$ cat src/design/ctbm_pkg.sv
package ctbm_pkg;

  // Default number of table entries.
  localparam int CTBM_DEPTH = 16;

  localparam int OP_W     = 3;
  localparam int SLOT_W   = 4;
  localparam int SOCK_W   = 8;
  localparam int ADDR_W   = 32;
  localparam int PORT_W   = 16;
  localparam int STATUS_W = 3;
  localparam int SCORE_W  = 3;

  typedef enum logic [OP_W-1:0] {
    OP_ALLOC      = 3'd0,
    OP_FREE       = 3'd1,
    OP_BIND       = 3'd2,
    OP_CONNECT    = 3'd3,
    OP_DISCONNECT = 3'd4,
    OP_LOOKUP     = 3'd5
  } op_e;

  typedef enum logic [STATUS_W-1:0] {
    ST_OK        = 3'd0,
    ST_FULL      = 3'd1,
    ST_FAMILY    = 3'd2,
    ST_ZERO_PORT = 3'd3,
    ST_NO_MATCH  = 3'd4,
    ST_UNUSED    = 3'd5
  } status_e;

  typedef struct packed {
    logic [ADDR_W-1:0] laddr;
    logic [PORT_W-1:0] lport;
    logic [ADDR_W-1:0] faddr;
    logic [PORT_W-1:0] fport;
  } query_t;

  typedef struct packed {
    logic [SOCK_W-1:0] socket;
    logic [ADDR_W-1:0] laddr;
    logic [PORT_W-1:0] lport;
    logic [ADDR_W-1:0] faddr;
    logic [PORT_W-1:0] fport;
  } entry_t;

  localparam int ENTRY_W = $bits(entry_t);

endpackage

$ cat src/design/ctbm_ram.sv
module ctbm_ram #(
  parameter int Width = 8,
  parameter int Depth = 16
) (
  input  logic                     clk_i,
  input  logic                     we_i,
  input  logic [$clog2(Depth)-1:0] waddr_i,
  input  logic [Width-1:0]         wdata_i,
  input  logic [$clog2(Depth)-1:0] raddr_i,
  output logic [Width-1:0]         rdata_o
);

  logic [Width-1:0] mem_q [Depth];
  logic [Width-1:0] rdata_q;

  always_ff @(posedge clk_i) begin
    if (we_i) begin
      mem_q[waddr_i] <= wdata_i;
    end
    rdata_q <= mem_q[raddr_i];
  end

  assign rdata_o = rdata_q;

endmodule

$ cat src/design/ctbm_score.sv
module ctbm_score
  import ctbm_pkg::*;
(
  input  entry_t               entry_i,
  input  query_t               query_i,
  output logic [SCORE_W-1:0]   score_o
);

  logic m_lport;
  logic m_laddr;
  logic m_fport;
  logic m_faddr;

  // A zero query port and a zero entry address both act as wildcards.
  assign m_lport = (query_i.lport == '0) || (entry_i.lport == query_i.lport);
  assign m_laddr = (entry_i.laddr == '0) || (entry_i.laddr == query_i.laddr);
  assign m_fport = (entry_i.fport == query_i.fport);
  assign m_faddr = (entry_i.faddr == query_i.faddr);

  assign score_o = SCORE_W'(m_lport) + SCORE_W'(m_laddr)
                 + SCORE_W'(m_fport) + SCORE_W'(m_faddr);

endmodule

$ cat src/design/connection_table_best_match_top.sv
// Lookup: one table entry read per cycle, keeping the best-scoring entry.
// Alloc: walks the valid bits from slot 0 to the first free one.
// Bind, connect, disconnect: read, modify, write of the entry memory; a rejected item skips the write.
// Free and unknown codes: no write to the entry memory.
// One item at a time; the next item is taken once the result is in the output register.
// Reset (rst_ni low, asynchronous) marks every entry free; entry contents are not cleared.
module connection_table_best_match_top
  import ctbm_pkg::*;
#(
  parameter int TableDepth = CTBM_DEPTH
) (
  input  logic                clk_i,
  input  logic                rst_ni,
  input  logic                in_valid_i,
  output logic                in_stall_o,
  input  logic [OP_W-1:0]     operation_i,
  input  logic [SLOT_W-1:0]   slot_i,
  input  logic [SOCK_W-1:0]   socket_id_i,
  input  logic                family_is_inet_i,
  input  logic [ADDR_W-1:0]   local_addr_i,
  input  logic [PORT_W-1:0]   local_port_i,
  input  logic [ADDR_W-1:0]   foreign_addr_i,
  input  logic [PORT_W-1:0]   foreign_port_i,
  output logic                out_valid_o,
  input  logic                out_stall_i,
  output logic [STATUS_W-1:0] status_o,
  output logic [SLOT_W-1:0]   result_slot_o,
  output logic [SOCK_W-1:0]   match_socket_o,
  output logic [ADDR_W-1:0]   match_local_addr_o,
  output logic [PORT_W-1:0]   match_local_port_o,
  output logic [ADDR_W-1:0]   match_foreign_addr_o,
  output logic [PORT_W-1:0]   match_foreign_port_o,
  output logic [SCORE_W-1:0]  match_score_o
);

  localparam int IdxW = $clog2(TableDepth);
  localparam logic [IdxW-1:0] LastIdx = IdxW'(TableDepth - 1);

  typedef enum logic [6:0] {
    S_IDLE   = 7'b0000001,
    S_EXEC   = 7'b0000010,
    S_MODIFY = 7'b0000100,
    S_ALLOC  = 7'b0001000,
    S_SCAN   = 7'b0010000,
    S_DRAIN  = 7'b0100000,
    S_FIN    = 7'b1000000
  } state_e;

  state_e                state_q, state_d;
  logic [TableDepth-1:0] valid_q, valid_d;
  logic                  pv_q, pv_d;
  logic                  out_valid_q, out_valid_d;

  op_e                   op_q, op_d;
  logic [SLOT_W-1:0]     slot_q, slot_d;
  logic [SOCK_W-1:0]     sock_q, sock_d;
  logic                  inet_q, inet_d;
  query_t                qry_q, qry_d;
  logic [IdxW-1:0]       idx_q, idx_d;
  logic [IdxW-1:0]       pidx_q, pidx_d;
  logic [SCORE_W-1:0]    best_score_q, best_score_d;
  logic [IdxW-1:0]       best_idx_q, best_idx_d;
  entry_t                best_entry_q, best_entry_d;
  status_e               res_status_q, res_status_d;
  logic [SLOT_W-1:0]     res_slot_q, res_slot_d;
  status_e               out_status_q, out_status_d;
  logic [SLOT_W-1:0]     out_slot_q, out_slot_d;
  logic [SCORE_W-1:0]    out_score_q, out_score_d;
  entry_t                out_entry_q, out_entry_d;

  logic                  ram_we;
  logic [IdxW-1:0]       ram_waddr;
  entry_t                ram_wdata;
  logic [IdxW-1:0]       ram_raddr;
  logic [ENTRY_W-1:0]    ram_rdata;
  entry_t                rd_entry;
  logic [SCORE_W-1:0]    score;
  logic [IdxW-1:0]       slot_idx;
  logic                  slot_ok;
  logic                  slot_op;

  ctbm_ram #(
    .Width(ENTRY_W),
    .Depth(TableDepth)
  ) u_ram (
    .clk_i  (clk_i),
    .we_i   (ram_we),
    .waddr_i(ram_waddr),
    .wdata_i(ram_wdata),
    .raddr_i(ram_raddr),
    .rdata_o(ram_rdata)
  );

  assign rd_entry = entry_t'(ram_rdata);

  ctbm_score u_score (
    .entry_i(rd_entry),
    .query_i(qry_q),
    .score_o(score)
  );

  assign slot_idx = IdxW'(slot_q);
  assign slot_ok  = (int'(slot_q) < TableDepth) && valid_q[slot_idx];
  assign slot_op  = (op_q == OP_FREE) || (op_q == OP_BIND) ||
                    (op_q == OP_CONNECT) || (op_q == OP_DISCONNECT);

  assign in_stall_o = (state_q != S_IDLE);

  always_comb begin
    state_d      = state_q;
    valid_d      = valid_q;
    pv_d         = 1'b0;
    out_valid_d  = out_valid_q && out_stall_i;
    op_d         = op_q;
    slot_d       = slot_q;
    sock_d       = sock_q;
    inet_d       = inet_q;
    qry_d        = qry_q;
    idx_d        = idx_q;
    pidx_d       = pidx_q;
    best_score_d = best_score_q;
    best_idx_d   = best_idx_q;
    best_entry_d = best_entry_q;
    res_status_d = res_status_q;
    res_slot_d   = res_slot_q;
    out_status_d = out_status_q;
    out_slot_d   = out_slot_q;
    out_score_d  = out_score_q;
    out_entry_d  = out_entry_q;
    ram_we       = 1'b0;
    ram_waddr    = idx_q;
    ram_wdata    = rd_entry;
    ram_raddr    = idx_q;

    // Compare stage of the scan: the entry read last cycle against the best so far.
    if (pv_q && (score > best_score_q)) begin
      best_score_d = score;
      best_idx_d   = pidx_q;
      best_entry_d = rd_entry;
    end

    unique case (state_q)
      S_IDLE: begin
        if (in_valid_i) begin
          op_d         = op_e'(operation_i);
          slot_d       = slot_i;
          sock_d       = socket_id_i;
          inet_d       = family_is_inet_i;
          qry_d.laddr  = local_addr_i;
          qry_d.lport  = local_port_i;
          qry_d.faddr  = foreign_addr_i;
          qry_d.fport  = foreign_port_i;
          idx_d        = '0;
          best_score_d = '0;
          best_idx_d   = '0;
          res_status_d = ST_OK;
          res_slot_d   = slot_i;
          if (operation_i == OP_ALLOC) begin
            state_d = S_ALLOC;
          end else if (operation_i == OP_LOOKUP) begin
            state_d = S_SCAN;
          end else begin
            state_d = S_EXEC;
          end
        end
      end
      S_EXEC: begin
        ram_raddr = slot_idx;
        priority if (!slot_op) begin
          res_slot_d = '0;
          state_d    = S_FIN;
        end else if (!slot_ok) begin
          res_status_d = ST_UNUSED;
          state_d      = S_FIN;
        end else if (op_q == OP_FREE) begin
          valid_d[slot_idx] = 1'b0;
          state_d           = S_FIN;
        end else if (op_q == OP_DISCONNECT) begin
          state_d = S_MODIFY;
        end else if (!inet_q) begin
          res_status_d = ST_FAMILY;
          state_d      = S_FIN;
        end else if (op_q == OP_BIND) begin
          state_d = S_MODIFY;
        end else if (qry_q.fport == '0) begin
          res_status_d = ST_ZERO_PORT;
          state_d      = S_FIN;
        end else begin
          state_d = S_MODIFY;
        end
      end
      S_MODIFY: begin
        // The entry read in the previous cycle is rewritten with the new pair.
        ram_we    = 1'b1;
        ram_waddr = slot_idx;
        if (op_q == OP_BIND) begin
          ram_wdata.laddr = qry_q.laddr;
          ram_wdata.lport = qry_q.lport;
        end else if (op_q == OP_CONNECT) begin
          ram_wdata.faddr = qry_q.faddr;
          ram_wdata.fport = qry_q.fport;
        end else begin
          ram_wdata.faddr = '0;
          ram_wdata.fport = '0;
        end
        state_d = S_FIN;
      end
      S_ALLOC: begin
        if (!valid_q[idx_q]) begin
          valid_d[idx_q]   = 1'b1;
          ram_we           = 1'b1;
          ram_waddr        = idx_q;
          ram_wdata        = '0;
          ram_wdata.socket = sock_q;
          res_slot_d       = SLOT_W'(idx_q);
          state_d          = S_FIN;
        end else if (idx_q == LastIdx) begin
          res_status_d = ST_FULL;
          res_slot_d   = '0;
          state_d      = S_FIN;
        end else begin
          idx_d = idx_q + IdxW'(1);
        end
      end
      S_SCAN: begin
        ram_raddr = idx_q;
        pv_d      = valid_q[idx_q];
        pidx_d    = idx_q;
        if (idx_q == LastIdx) begin
          state_d = S_DRAIN;
        end else begin
          idx_d = idx_q + IdxW'(1);
        end
      end
      S_DRAIN: begin
        state_d = S_FIN;
      end
      S_FIN: begin
        if (!out_valid_q || !out_stall_i) begin
          out_valid_d = 1'b1;
          out_entry_d = '0;
          out_score_d = '0;
          if (op_q == OP_LOOKUP) begin
            if (best_score_q == '0) begin
              out_status_d = ST_NO_MATCH;
              out_slot_d   = '0;
            end else begin
              out_status_d = ST_OK;
              out_slot_d   = SLOT_W'(best_idx_q);
              out_entry_d  = best_entry_q;
              out_score_d  = best_score_q;
            end
          end else begin
            out_status_d = res_status_q;
            out_slot_d   = res_slot_q;
          end
          state_d = S_IDLE;
        end
      end
      default: begin
        state_d = S_IDLE;
      end
    endcase
  end

  always_ff @(posedge clk_i or negedge rst_ni) begin
    if (!rst_ni) begin
      state_q     <= S_IDLE;
      valid_q     <= '0;
      pv_q        <= 1'b0;
      out_valid_q <= 1'b0;
    end else begin
      state_q     <= state_d;
      valid_q     <= valid_d;
      pv_q        <= pv_d;
      out_valid_q <= out_valid_d;
    end
  end

  always_ff @(posedge clk_i) begin
    op_q         <= op_d;
    slot_q       <= slot_d;
    sock_q       <= sock_d;
    inet_q       <= inet_d;
    qry_q        <= qry_d;
    idx_q        <= idx_d;
    pidx_q       <= pidx_d;
    best_score_q <= best_score_d;
    best_idx_q   <= best_idx_d;
    best_entry_q <= best_entry_d;
    res_status_q <= res_status_d;
    res_slot_q   <= res_slot_d;
    out_status_q <= out_status_d;
    out_slot_q   <= out_slot_d;
    out_score_q  <= out_score_d;
    out_entry_q  <= out_entry_d;
  end

  assign out_valid_o          = out_valid_q;
  assign status_o             = out_status_q;
  assign result_slot_o        = out_slot_q;
  assign match_socket_o       = out_entry_q.socket;
  assign match_local_addr_o   = out_entry_q.laddr;
  assign match_local_port_o   = out_entry_q.lport;
  assign match_foreign_addr_o = out_entry_q.faddr;
  assign match_foreign_port_o = out_entry_q.fport;
  assign match_score_o        = out_score_q;

  a_busy_after_accept: assert property (@(posedge clk_i) disable iff (!rst_ni)
    in_valid_i && !in_stall_o |=> in_stall_o)
    else $error("block took a transfer without going busy");

  a_alloc_sets_valid: assert property (@(posedge clk_i) disable iff (!rst_ni)
    (state_q == S_ALLOC) && !valid_q[idx_q] |=> valid_q[$past(idx_q)] && (state_q == S_FIN))
    else $error("alloc did not claim the free slot");

  a_write_states: assert property (@(posedge clk_i) disable iff (!rst_ni)
    ram_we |-> (state_q == S_ALLOC) || (state_q == S_MODIFY))
    else $error("entry memory written outside alloc or modify");

  a_valid_grows_by_one: assert property (@(posedge clk_i) disable iff (!rst_ni)
    $countones(valid_q) <= $countones($past(valid_q)) + 1)
    else $error("more than one entry claimed in a cycle");

  a_no_match_empty: assert property (@(posedge clk_i) disable iff (!rst_ni)
    out_valid_q && (out_status_q == ST_NO_MATCH) |-> (out_score_q == '0) && (out_slot_q == '0))
    else $error("no-match result carries a score or slot");

endmodule

$ cat config.mk
export PLATFORM = sky130hd
export DESIGN_NAME = connection_table_best_match_top
export DESIGN_NICKNAME = d
export VERILOG_FILES = /design/src/design/ctbm_pkg.sv /design/src/design/ctbm_ram.sv /design/src/design/ctbm_score.sv /design/src/design/connection_table_best_match_top.sv
export SDC_FILE = /design/constraint.sdc
export NUM_CORES = 2
export LEC_CHECK = 0
export BUFFER_PORTS_ARGS = -buffer_cell sky130_fd_sc_hd__buf_2
export CAP_MARGIN = 10
export CORE_MARGIN = 3
export CORE_UTILIZATION = 45
export CTS_CLUSTER_SIZE = 40
export DETAILED_ROUTE_END_ITERATION = 7
export GPL_TIMING_DRIVEN = 1
export SLEW_MARGIN = 40
export SYNTH_ARGS = -nofsm -noshare
export SYNTH_HDL_FRONTEND = slang
export SYNTH_HIERARCHICAL = 1
export SYNTH_SLANG_ARGS = --single-unit
export TNS_END_PERCENT = 100
$ cat constraint.sdc
create_clock -name clk_i -period 10.1 [get_ports clk_i]
set_input_delay 2.02 -clock clk_i [delete_from_list [all_inputs] [get_ports clk_i]]
set_output_delay 2.02 -clock clk_i [all_outputs]
set_load 0.02 [all_outputs]
==> flow_metrics.env <==
export IMPL_status="finished, final reports clean"
export IMPL_drtPass1Iterations=8
export IMPL_final_area_mm2=0.09285
export IMPL_path_cells="xnor2_1 -> nand4_1 -> nor4_1 -> a21oi_1 -> fa_1 -> inv_1 -> ha_1 -> ha_1 -> ha_1 -> nor2b_1 -> o21ai_0 -> a21oi_4 -> buf_4 -> buf_4 -> buf_12"
export IMPL_utilization_pct=52.38
export IMPL_wl_met3_um=13400
export IMPL_ys_types=65
export IMPL_setup_violations=0
export IMPL_synth_top_family_by_area="multiplexers"
export IMPL_wirelength_um=202000
export IMPL_syn_area_mm2=0.08071
export IMPL_route_detailed_drc=0
export IMPL_slew_headroom_pct=40.25
export IMPL_coreArea_mm2=0.1773
export IMPL_synth_nets=4023
export IMPL_crit_required_ns=10.59
export IMPL_max_freq_mhz=191.5
export IMPL_worst_skew_pair_late_latency_ns=0.83
export IMPL_placedCellCount=6409
export IMPL_hold_path_class="register to register"
export IMPL_avgSynthCellArea_um2=20.71
export IMPL_ys_seq_elements=2145
export IMPL_path_clk_slew_ns=0.06
export IMPL_initial_core_util_pct=45.53
export IMPL_drive_gt1_share_pct=26.75
export IMPL_top_layer="met5"
export IMPL_muxShareOfSynthArea_pct=12.17
export IMPL_peakVddDrop_v=0.0001870
export IMPL_grt_pass1_vias=40172
export IMPL_pwr_density_cell_mw_per_mm2=271.5
export IMPL_skew_ns=0.02729
export IMPL_maxCapViolCount=0
export IMPL_final_nets=4412
export IMPL_finalMaxSlewViolations=0
export IMPL_fp_row_count=154
export IMPL_numPortBuffers=231
export IMPL_path_common_cell="ha_1"
export IMPL_die_w_um=429.5
export IMPL_grt_use_total_pct=21.87
export IMPL_synthXorXnorAreaFrac_pct=1.096
export IMPL_syn_inst=3897
export IMPL_met2_length_um=100200
export IMPL_period_share_pct=51.71
export IMPL_cp_slowest_cell="fa_1"
export IMPL_placed_area_mm2=0.08571
export IMPL_worst_path_buf_inv=4
export IMPL_stdcell_count=6816
export IMPL_post_cts_buffers=0
export IMPL_vias=39777
export IMPL_area_delta_synth_final_pct=15.05
export IMPL_end_kind="register"
export IMPL_cp_arrival_ns=5.72
export IMPL_clockBufferDepth=3
export IMPL_fin_crit_ns=5.222
export IMPL_synth_compound_area_share_pct=3.507
export IMPL_seq_area_frac_synth_pct=78.28
export IMPL_cts_hold_buf=0
export IMPL_synth_simple_area_share_pct=3.414
export IMPL_yosysWarnings=6
export IMPL_dpl_hpwl_um=111300
export IMPL_drtAntennaViolNets=0
export IMPL_p_leak_nw=29.94
export IMPL_gp_congestion=0.8358
export IMPL_async_reset_ff_share_pct=1.166
export IMPL_antenna_found_initial=10
export IMPL_hold_viol_final=0
export IMPL_crit_family="adder cells"
export IMPL_die_h_um=429.5
export IMPL_cts_inserted_buffers=209
export IMPL_via_per_inst=5.836
export IMPL_worst_pin_slew_ns=0.8963
export IMPL_rsz0062_at_grt="no"
export IMPL_synth_adder_area_share_pct=0.1643
export IMPL_globalRouteOverflowTotal=0
export IMPL_die_area_mm2=0.1845
export IMPL_crit_path_start_kind="register"
export IMPL_root_buffer="clkbuf_16"
export IMPL_slowest_delay_ns=0.61
export IMPL_cts_tree="done"
export IMPL_grt_max_degree=105
export IMPL_drt_initial_drc_count=4618
export IMPL_cts_sinks=2145
export IMPL_fin_setup_tns_ns=0
export IMPL_htree_num_levels=4
export IMPL_io_pins=232
export IMPL_grt_pass1_wl_um=291800
export IMPL_wl_met1_um=82160
export IMPL_critPathKind="register to register"
export IMPL_cts_resized=0
export IMPL_synth_edff_count=2009
export IMPL_cp_max_fo=40
export IMPL_wl_per_cell_um=29.63
export IMPL_ys_flop_type="edfxtp_1"
export IMPL_power_w=0.02521
Yosys cell counts (7+ instances only):
cell	number	share of area, %
ha_1	9	0.14
buf_1	12	0.056
nand2_1	272	1.3
mux4_2	423	12
and2_1	116	0.90
nor2b_1	11	0.085
dfrtp_1	24	0.74
xnor2_1	100	1.1
edfxtp_1	2009	75
a22o_1	16	0.17
buf_2	48	0.30
nor2_1	51	0.24
o21ai_0	107	0.66
a21oi_1	10	0.062
inv_1	12	0.056
dfxtp_1	111	2.8
nand3_1	7	0.043
clkbuf_1	110	0.51
buf_6	26	0.36
mux2i_1	11	0.14
nor4_1	23	0.18
nor3_1	15	0.093
nand4_1	33	0.26
a22oi_1	256	2.4
mux2_2	12	0.17
state kept, by name, summed over array words and instances, names as in the netlist, 8 cells and up:
register and flops:
best_entry_q 104, match_foreign_addr_o 32, match_foreign_port_o 16, match_local_addr_o 32
match_local_port_o 16, match_socket_o 8, qry_q 96, sock_q 8
u_ram/mem_q 1664, u_ram/rdata_o 104, valid_q 16
through the flow:
step	worst slack, ns	hold slack [ns]
2_1_floorplan	0.2388	0.4027
3_3_place_gp	4.805	0.4227
3_5_place_dp	4.844	0.4220
4_1_cts	4.827	0.4364
5_1_grt	4.814	0.4549
6_report	4.878	0.4341
area by class of cell:
class | instances | area (um^2)
diodes | 5 | 12.51
clock buffers | 271 | 5639
clock inverters | 125 | 1330
fillers | 13866 | 84420
inverters | 13 | 53.80
multi-input cells | 1535 | 16770
flip-flops and latches | 2145 | 63180
well taps | 2340 | 2928
repair buffers | 382 | 2937
kinds of logic after synthesis:
kind of cell,after synthesis
multiplexers,448
AND/OR/NAND/NOR,563
buffers and inverters,217
flip-flops,2145
AO/OA/AOI/OAI,413
adder cells (fa/ha/maj),10
XOR/XNOR,101
report_power, final:
group	switching, W	internal [W]	total (W)
registers	0.000485	0.0113	0.0118
logic	0.00342	0.00215	0.00557
clock network	0.00326	0.00460	0.00786
layer usage:
layer	GRT usage, %	up-vias
met4	7.241	2
li1	-	16771
met3	3.643	286
met5	0	-
met2	35.64	1480
met1	30.24	21238
worst paths after layout:
path | startpoint | to | cells past startpoint | slack, ns
min reg2reg | u_ram/rdata_o[103] | best_entry_q[103] | 0 | 0.43
min in group asynchronous | rst_ni | valid_q[6] | 1 | 1.22
max in group asynchronous | rst_ni | out_valid_o | 1 | 8.46
max reg2reg | qry_q[89] | best_entry_q[53] | 15 | 4.88
min | u_ram/rdata_o[103] | best_entry_q[103] | 0 | 0.43
max | qry_q[89] | best_entry_q[53] | 15 | 4.88
layout by cell type (no fill, tap or decap), types with 12 or more instances in the layout:
master	n
bufinv_16	26
o21ai_2	28
o21ai_0	76
clkinv_2	37
a22oi_1	256
mux4_2	423
buf_4	102
nor2_4	17
nor4_1	21
xnor2_1	100
nor2_1	33
edfxtp_1	2009
buf_12	19
inv_1	12
clkbuf_1	50
dfrtp_1	24
and2_1	115
buf_2	231
nand2_1	272
nand4_1	33
buf_16	18
mux2_2	12
clkbuf_16	214
dfxtp_1	111
clkinv_1	44
a22o_1	16
No activity file was read; power rests on OpenSTA's default activity.
